--- src/design/lis_pkg.sv ---
// shared types and constants for the longest increasing subsequence block
package lis_pkg;

	localparam int LenW = 16;
	localparam int EpochW = 4;
	localparam logic [LenW-1:0] LenMax = {LenW{1'b1}};
	localparam logic [EpochW-1:0] EpochMax = {EpochW{1'b1}};

	typedef enum logic [2:0] {
		ST_CLEAR,
		ST_IDLE,
		ST_QUERY,
		ST_LEAF,
		ST_CLIMB,
		ST_DONE
	} lis_state_t;

	typedef struct packed {
		logic load;
		logic clr_step;
		logic q_step;
		logic u_leaf;
		logic u_step;
		logic publish;
	} lis_cmd_t;

	typedef struct packed {
		logic wrap;
		logic clr_last;
		logic q_done;
		logic u_last;
	} lis_sts_t;

endpackage

--- src/design/lis_ctrl.sv ---
// controller state machine: clearing pass, query walk, update climb, result handoff
module lis_ctrl (
	input  logic                clk,
	input  logic                arst_n,
	input  logic                in_valid,
	output logic                in_stall,
	output logic                out_valid,
	input  logic                out_stall,
	input  lis_pkg::lis_sts_t   sts,
	output lis_pkg::lis_cmd_t   cmd
);

	lis_pkg::lis_state_t state_q, state_d;
	logic item_q, item_d, out_valid_q;

	always_ff @(posedge clk or negedge arst_n) begin
		if (!arst_n) begin
			state_q <= lis_pkg::ST_CLEAR;
			item_q <= 1'b0;
			out_valid_q <= 1'b0;
		end else begin
			state_q <= state_d;
			item_q <= item_d;
			out_valid_q <= cmd.publish | (out_valid_q & out_stall);
		end
	end

	always_comb begin
		state_d = state_q;
		item_d = item_q;
		cmd = '0;
		in_stall = 1'b1;
		case (state_q)
			lis_pkg::ST_CLEAR: begin
				cmd.clr_step = 1'b1;
				if (sts.clr_last) begin
					state_d = item_q ? lis_pkg::ST_QUERY : lis_pkg::ST_IDLE;
					item_d = 1'b0;
				end
			end
			lis_pkg::ST_IDLE: begin
				in_stall = 1'b0;
				if (in_valid) begin
					cmd.load = 1'b1;
					if (sts.wrap) begin
						state_d = lis_pkg::ST_CLEAR;
						item_d = 1'b1;
					end else begin
						state_d = lis_pkg::ST_QUERY;
					end
				end
			end
			lis_pkg::ST_QUERY: begin
				if (sts.q_done) state_d = lis_pkg::ST_LEAF;
				else cmd.q_step = 1'b1;
			end
			lis_pkg::ST_LEAF: begin
				cmd.u_leaf = 1'b1;
				state_d = lis_pkg::ST_CLIMB;
			end
			lis_pkg::ST_CLIMB: begin
				cmd.u_step = 1'b1;
				if (sts.u_last) state_d = lis_pkg::ST_DONE;
			end
			lis_pkg::ST_DONE: begin
				if (!out_valid_q || !out_stall) begin
					cmd.publish = 1'b1;
					state_d = lis_pkg::ST_IDLE;
				end
			end
			default: state_d = lis_pkg::ST_IDLE;
		endcase
	end

	assign out_valid = out_valid_q;

endmodule

--- config.mk ---
export PLATFORM = sky130hd
export DESIGN_NAME = lis_ctrl
export DESIGN_NICKNAME = d
export VERILOG_FILES = /design/src/design/lis_pkg.sv /design/src/design/lis_ctrl.sv
export SDC_FILE = /design/constraint.sdc
export NUM_CORES = 1
export LEC_CHECK = 0
export ABC_AREA = 1
export ABC_CLOCK_PERIOD_IN_PS = 1700
export BUFFER_PORTS_ARGS = -buffer_cell sky130_fd_sc_hd__buf_2
export CORE_AREA = 2 2 39 41
export DETAILED_ROUTE_END_ITERATION = 12
export DIE_AREA = 0 0 41 43
export GPL_TIMING_DRIVEN = 1
export REMOVE_ABC_BUFFERS = 1
export SKIP_CTS_REPAIR_TIMING = 1
export SYNTH_ARGS = -nofsm -noshare
export SYNTH_HDL_FRONTEND = slang
export SYNTH_SLANG_ARGS = --single-unit
--- constraint.sdc ---
create_clock -name clk -period 1.7 [get_ports clk]
set_input_delay 0.17 -clock clk [delete_from_list [all_inputs] [get_ports clk]]
set_output_delay 0.17 -clock clk [all_outputs]
set_load 0.005 [all_outputs]
# Word-level counts from Yosys, hierarchy flattened
# Index checks and enable logic that the tools add are counted.
# totals
in_bits	8
out_inout_bits	8
ff_bits	5
# classes
n_reduce_logical	7
n_mux	22
bitwise	2
n_eq_ne	11
# op_table
operator	count
one-hot mux 3 bit (6 select lines)	1
2-to-1 mux 3 bit	5
2-to-1 mux 1 bit	13
!= test 2 bit, second input constant	6
equality test 3 x 2 -> 1 bit, second input constant	2
equality test 3 bit, second input constant	2
AND reduction 5 bit	1
2-to-1 mux 2 bit	2
AND reduction 4 bit	1
equality test 3 x 1 -> 1 bit, second input constant	1
zero test 3 bit	1
zero test 1 bit	2
one-hot mux 1 bit (2 select lines)	1
nonzero test 2 bit	1
bitwise AND 1 bit	1
logical OR 1 bit	1
OR 1 bit	1

# Depth between registers and ports, before layout
# Gate-level depths: netlist (run 1).
# depth
word_depth	5
ltp_mapped	7

# Worst setup path before layout (run 1)
# Ideal clock, no wire load.
# synth_path
path_type	register -> register
from	reg state_q[1]
to	reg state_q[2]
stages_incl_launch_ff	8
t_arrival_ns	0.995
period_less_slack_ns	1.116
setup_slack_ns	0.584
required_ns	1.579
setup_ns	0.121
cell_sequence	dfrtp_1 buf_6 nor2_2 nand3_1 nand3_4 nor2_4 nand2_1 nand2_1
# synth_between
elab_chain_len	3
word_cells_on_any_way	13
cone_classes	10 x eq/ne; 1 x mux; 2 x reduce/logical
# synth_rtl
item	line	source
start: declaration	lis_ctrl.sv:13	lis_pkg::lis_state_t state_q, state_d;
start signal: assignment	lis_ctrl.sv:18	state_q <= lis_pkg::ST_CLEAR;
start signal: assignment	lis_ctrl.sv:22	state_q <= state_d;
equality test 3 bit, or another cell as far along	lis_ctrl.sv:33	case (state_q)
!= test 2 bit (no line)	n/a	
AND reduction 5 bit (no line)	n/a	
# Several ways; a longest one is shown, not always the timed one.
# A chain may end at the register's enable or synchronous reset.

==> results of run 1 <==
-- Yosys cell counts (all sizes together) --
library cell,n
nand2,15
inv,11
nand3,6
nor2,6
dfrtp,5
o21ai,3
nand4,2
nor3,2
o21bai,2
buf,1
o211ai,1
-- area by class of cell --
class / instances / area, um^2
fillers: 158 / 857
multi-input cells: 37 / 226
flip-flops and latches: 5 / 125
repair buffers: 16 / 85.1
inverters: 11 / 43.8
clock buffers: 4 / 26.3
well taps: 16 / 20.0
-- sequential cells by signal, summed over array words and instances, names as in the netlist --
name       cells
state_q        3
out_valid      1
item_q         1
-- routing by layer --
metal	global-route usage	share of wire
met1	0.106	0.43
met2	0.194	0.50
met3	0.0785	0.053
met4	0.0600	0.015
met5	0	0
-- critical path, delay by kind of cell (launching register included) --
family / cells / cell delay (ns)
buffers and inverters: 2 / 0.18
flip-flops: 1 / 0.48
AND/OR/NAND/NOR: 2 / 0.36
-- cells by family after synthesis --
group                  count (synthesis)
AOI/OAI and AO/OA                      6
DFF                                    5
and+or+nand+nor                       31
buffers and inverters                 12
-- through the flow --
| step | setup WS (ns) | cells |
|---|---|---|
| floorplan | 0.569 | 53 |
| global route | 0.164 | 89 |
| global placement | 0.470 | 84 |
| detailed placement | 0.447 | 84 |
| CTS | 0.252 | 88 |
| finish | 0.262 | 89 |
-- power groups by stage --
stage	clock [W]	combinational [W]	sequential, W
after floorplan	0	0.000327	0.000226
after detailed placement	0	0.000450	0.000237
final	0.000137	0.000445	0.000237
after CTS	0.000144	0.000452	0.000235
after global routing	0.000157	0.000508	0.000242
after global placement	0	0.000446	0.000236
-- worst max-delay path by stage --
stage | startpoint | endpoint | slack (ns) | cells past startpoint
floorplan | state_q[1] | state_q[2] | 0.57 | 6
global placement | state_q[1] | state_q[2] | 0.47 | 6
detailed placement | state_q[1] | state_q[2] | 0.45 | 6
CTS | state_q[1] | cmd[5] | 0.25 | 4
global route | state_q[1] | cmd[5] | 0.16 | 4
finish | state_q[1] | cmd[5] | 0.26 | 4
==> results.sh, run 1 <==
export IMPL_status="finished, final reports clean"
export IMPL_wl_per_cell_um=9.74
export IMPL_tritoncts_buffers=3
export IMPL_final_hold_viol_count=0
export IMPL_sw_frac_of_total=0.466
export IMPL_crit_chain="nor3_2 > inv_2 > nor2_1 > buf_2"
export IMPL_pin_count_of_the_biggest_net_entering_global_routing=9
export IMPL_synthDistinctLibCells=20
export IMPL_place_hpwl_um=712
export IMPL_design_portCount=16
export IMPL_worst_setup_path_end_kind="output pin"
export IMPL_cts_num_sinks=5
export IMPL_main_combinational_cell_family_by_area_after_synthesis="simple AND/OR/NAND/NOR gates"
export IMPL_crit_reg2reg_capture="state_q[2]"
export IMPL_combPwrFrac=0.544
export IMPL_critical_path_arrival_ns=1.27
export IMPL_dieWidth_um=41
export IMPL_critical_path_slowest_cell="dfrtp_1"
export IMPL_mostFrequentLayoutCell="buf_2"
export IMPL_grtUsageTotal=0.120
export IMPL_post_synth_top_area_fraction=0.308
export IMPL_dpl_cell_area_um2=490
export IMPL_worstRegToRegCells=6
export IMPL_synth_area_um2=407
export IMPL_finalCriticalPeriod_ns=1.44
export IMPL_grt_overflow_total=0
export IMPL_synth_seq_area_share=0.308
export IMPL_die_y_um=43
export IMPL_whs_path_depth=3
export IMPL_insertion_delay_ns=0.24
export IMPL_ctsRootBufferMaster="clkbuf_4"
export IMPL_timing_worst_slew_pin_value_ns=0.325
export IMPL_min_period_over_period=0.846
export IMPL_yosys_area_share_simple=0.465
export IMPL_final_std_cell_area_no_fill_um2=527
export IMPL_setup_worst_path_class="flip-flop to output pin"
export IMPL_synth_warning_count=0
export IMPL_timing_critical_path_required_ns=1.53
export IMPL_clock_pin_slew_worst_setup_and_hold_paths_ns=0.04
export IMPL_finish_utilization=0.381
export IMPL_irDropWorstVdd_v=0.000696
export IMPL_synth_area_mux_share=0
export IMPL_fp_row_count=14
export IMPL_first_iter_violations=10
export IMPL_r2r_setup_slack_ns=0.46
export IMPL_power_share_clock=0.167
export IMPL_area_growth_synth_to_final_pct=29.5
export IMPL_design_core_area_mm2=0.00138
export IMPL_library_cell_occupying_the_most_area_in_the_post_synthesis_netlist="dfrtp_1"
export IMPL_synth_compound_area_frac=0.0923
export IMPL_finalNetCount=82
export IMPL_grt_first_pass_wirelength_um=1320
export IMPL_timing_hold_ws_ns=0.148
export IMPL_avg_cell_area_syn_um2=7.53
export IMPL_final_setup_tns_ns=0
export IMPL_tritoncts="done"
export IMPL_cp_start_kind="flip-flop"
export IMPL_p_leak_nw=0.324
export IMPL_final_slew_violations=0
export IMPL_routed_via_count=393
export IMPL_route_antenna_remaining_nets=0
export IMPL_viasPerCell=4.42
export IMPL_antenna_found_initial=0
export IMPL_slew_limit_headroom=0.783
export IMPL_drc_errors=0
export IMPL_timing_hold_worst_class="input pin to flip-flop"
export IMPL_seqPwrFrac=0.289
export IMPL_detail_route_first_pass_iterations=5
export IMPL_powerDensity_mw_per_mm2=1550
export IMPL_synth_cells=54
export IMPL_clk_path_buf_depth=2
export IMPL_rsz0062_at_grt="no"
export IMPL_hp_start="out_stall"
export IMPL_finalSetupViolCount=0
export IMPL_port_buffers=15
export IMPL_internal_power_w=0.000437
export IMPL_first_global_vias=344
export IMPL_max_cap_violations=0
export IMPL_synth_xor_xnor_area_share=0
export IMPL_worstReg2RegStart="state_q[1]"
export IMPL_post_synth_fa_ha_maj_area_fraction=0
export IMPL_finalWirelength_um=867
export IMPL_report_power_total_w=0.000818
export IMPL_crit_fanout=8
export IMPL_net_switching_power_w=0.000381
export IMPL_layout_common_cells="buf_2 (15), nand2_1 (14), inv_1 (8), dfrtp_1 (5)"
export IMPL_initial_utilization=0.294
export IMPL_achievable_frequency_mhz=695
export IMPL_antenna_cells_inserted=0
export IMPL_gp_congestion=0.731
export IMPL_crit_path_max_incr_delay_ns=0.48
export IMPL_ys_seq_elements=5
export IMPL_dieArea_mm2=0.00176
export IMPL_terminating_pin_of_the_worst_hold_path="out_valid"
export IMPL_drive_gt1_frac=0.411
export IMPL_timing_clock_skew_ns=0.00455
export IMPL_netlist_top_cells_area="dfrtp_1 (31%), nand2_1 (13%), inv_1 (7.4%)"
export IMPL_cts_htree_levels=1
No activity file was read; power rests on OpenSTA's default activity.
==> inputs of run 2 (changes only) <==
--- a/config.mk
+++ b/config.mk
@@ -6,7 +6,7 @@
 export NUM_CORES = 1
 export LEC_CHECK = 0
 export ABC_AREA = 1
-export ABC_CLOCK_PERIOD_IN_PS = 1700
+export ABC_CLOCK_PERIOD_IN_PS = 1270
 export BUFFER_PORTS_ARGS = -buffer_cell sky130_fd_sc_hd__buf_2
 export CORE_AREA = 2 2 39 41
 export DETAILED_ROUTE_END_ITERATION = 12
==> constraint.sdc (replaced) <==
create_clock -name clk -period 1.27 [get_ports clk]
set_input_delay 0.127 -clock clk [delete_from_list [all_inputs] [get_ports clk]]
set_output_delay 0.127 -clock clk [all_outputs]
set_load 0.005 [all_outputs]
==> run 2 against run 1 <==
  * The flow now finishes with violations (negative setup slack)
  * Via count is 4.3% higher
  * Register-to-register slack worse by 0.36 ns
  * First-iteration DRC count fell by 50%
  * Clock skew decreased by 0.00058 ns
  * Global-route usage shrank 0.27 points
  * Cell count up 3.4%
  * Design area increased by 8.3%
  * Sequential power is 34% higher
  * Critical endpoint is now cmd[0]
==> results.sh, run 2 (same netlist as run 1, synthesis figures left out) <==
export IMPL_pin_count_of_the_biggest_net_entering_global_routing=9
export IMPL_status="finished, violations left"
export IMPL_design_portCount=16
export IMPL_powerDensity_mw_per_mm2=2140
export IMPL_hp_start="out_stall"
export IMPL_worstReg2RegStart="state_q[1]"
export IMPL_final_hold_viol_count=0
export IMPL_fp_row_count=14
export IMPL_slew_limit_headroom=0.834
export IMPL_largest_register_ffs=3
export IMPL_final_slew_violations=0
export IMPL_grtUsageTotal=0.117
export IMPL_tritoncts_buffers=3
export IMPL_finalCriticalPeriod_ns=1.34
export IMPL_setup_worst_path_class="flip-flop to output pin"
export IMPL_antenna_found_initial=0
export IMPL_crit_chain="nor2_2 > nand2_1 > nor2_1 > buf_2"
export IMPL_ctsRootBufferMaster="clkbuf_4"
export IMPL_timing_critical_path_max_delay_family="flip-flops"
export IMPL_tritoncts="done"
export IMPL_finalSetupViolCount=4
export IMPL_grt_first_pass_wirelength_um=1310
export IMPL_insertion_delay_ns=0.25
export IMPL_finalNetCount=85
export IMPL_crit_fanout=7
export IMPL_drive_gt1_frac=0.487
export IMPL_crit_path_start="state_q[1]"
export IMPL_dieWidth_um=41
export IMPL_cts_htree_levels=1
export IMPL_timing_hold_worst_class="input pin to flip-flop"
export IMPL_initial_utilization=0.294
export IMPL_report_power_total_w=0.00122
export IMPL_cp_start_kind="flip-flop"
export IMPL_layout_common_cells="buf_2 (15), nand2_1 (14), inv_1 (8)"
export IMPL_timing_worst_slew_pin_value_ns=0.247
export IMPL_grt_overflow_total=0
export IMPL_dieArea_mm2=0.00176
export IMPL_crit_path_max_incr_delay_ns=0.48
export IMPL_rsz0062_at_grt="yes"
export IMPL_achievable_frequency_mhz=746
export IMPL_place_hpwl_um=731
export IMPL_first_global_vias=347
export IMPL_mostFrequentLayoutCell="buf_2"
export IMPL_final_std_cell_area_no_fill_um2=571
export IMPL_clk_path_buf_depth=2
export IMPL_irDropWorstVdd_v=0.000875
export IMPL_critical_path_arrival_ns=1.21
export IMPL_max_cap_violations=0
export IMPL_cts_num_sinks=5
export IMPL_min_period_over_period=1.06
export IMPL_dpl_cell_area_um2=490
export IMPL_p_leak_nw=0.341
export IMPL_gp_congestion=0.730
export IMPL_design_core_area_mm2=0.00138
export IMPL_failed_checks="negative setup slack"
export IMPL_antenna_cells_inserted=0
export IMPL_worst_setup_path_end_kind="output pin"
export IMPL_finalWirelength_um=912
export IMPL_cp_buffers_inverters=1
export IMPL_routed_via_count=410
export IMPL_viasPerCell=4.46
export IMPL_fin_ws_ns=-0.0712
export IMPL_critical_path_slowest_cell="dfrtp_2"
export IMPL_detail_route_first_pass_iterations=4
export IMPL_drc_errors=0
export IMPL_die_y_um=43
export IMPL_clock_pin_slew_worst_setup_and_hold_paths_ns=0.05
export IMPL_timing_critical_path_required_ns=1.14
export IMPL_port_buffers=15
export IMPL_wl_per_cell_um=9.91
export IMPL_first_iter_violations=5
export IMPL_route_antenna_remaining_nets=0
export IMPL_timing_clock_skew_ns=0.00398
export IMPL_area_growth_synth_to_final_pct=40.3
export IMPL_largest_register="state_q"
## run 2: layout make-up
| class | count | area [um^2] |
|---|---|---|
| Clock inverter | 1 | 5.00 |
| Clock buffer | 3 | 22.5 |
| Timing Repair Buffer | 19 | 111 |
| Inverter | 11 | 43.8 |
| Sequential cell | 5 | 128 |
| Tap cell | 16 | 20.0 |
| Fill cell | 153 | 813 |
| Multi-Input combinational cell | 37 | 240 |
## run 2: routing by layer
metal	GRT usage	vias to the layer above	part of all wire
li1	-	215	-
met1	0.111	187	0.44
met2	0.191	8	0.52
met3	0.0628	0	0.041
met4	0.0600	0	0
met5	0	-	0
## run 2: worst paths after layout
check	slack, ns	cells past startpoint	endpoint
max	-0.07	4	cmd[0]
min	0.11	3	out_valid
max reg2reg	0.10	6	state_q[2]
min reg2reg	0.49	2	out_valid
max in group asynchronous	0.91	2	state_q[1]
min in group asynchronous	0.22	2	out_valid
## run 2: stage by stage
step	utilization	setup WS, ns	std cells	setup TNS, ns	hold slack, ns
floorplan	-	0.139	53	0	-0.169
global placement	0.354	0.0397	84	0	-0.0547
detailed placement	0.354	0.0106	84	0	-0.0522
CTS	0.374	-0.135	88	-0.435	-0.320
global route	0.412	-0.124	92	-0.553	0.120
finish	0.412	-0.0712	92	-0.124	0.111
## run 2: worst reg2reg max path, stage by stage (launching register included)
cell and delay (ns):
dfrtp_2 0.48, nor2_2 0.19, nand3_1 0.10, nand2_2 0.12, nor2_4 0.05, nand2_1 0.05
nand2_1 0.06
## run 2: power breakdown
| group | internal [W] | switching, W |
|---|---|---|
| sequential | 0.000228 | 0.0000886 |
| clock | 0.000114 | 0.0000712 |
| combinational | 0.000315 | 0.000404 |
| total | 0.000658 | 0.000564 |
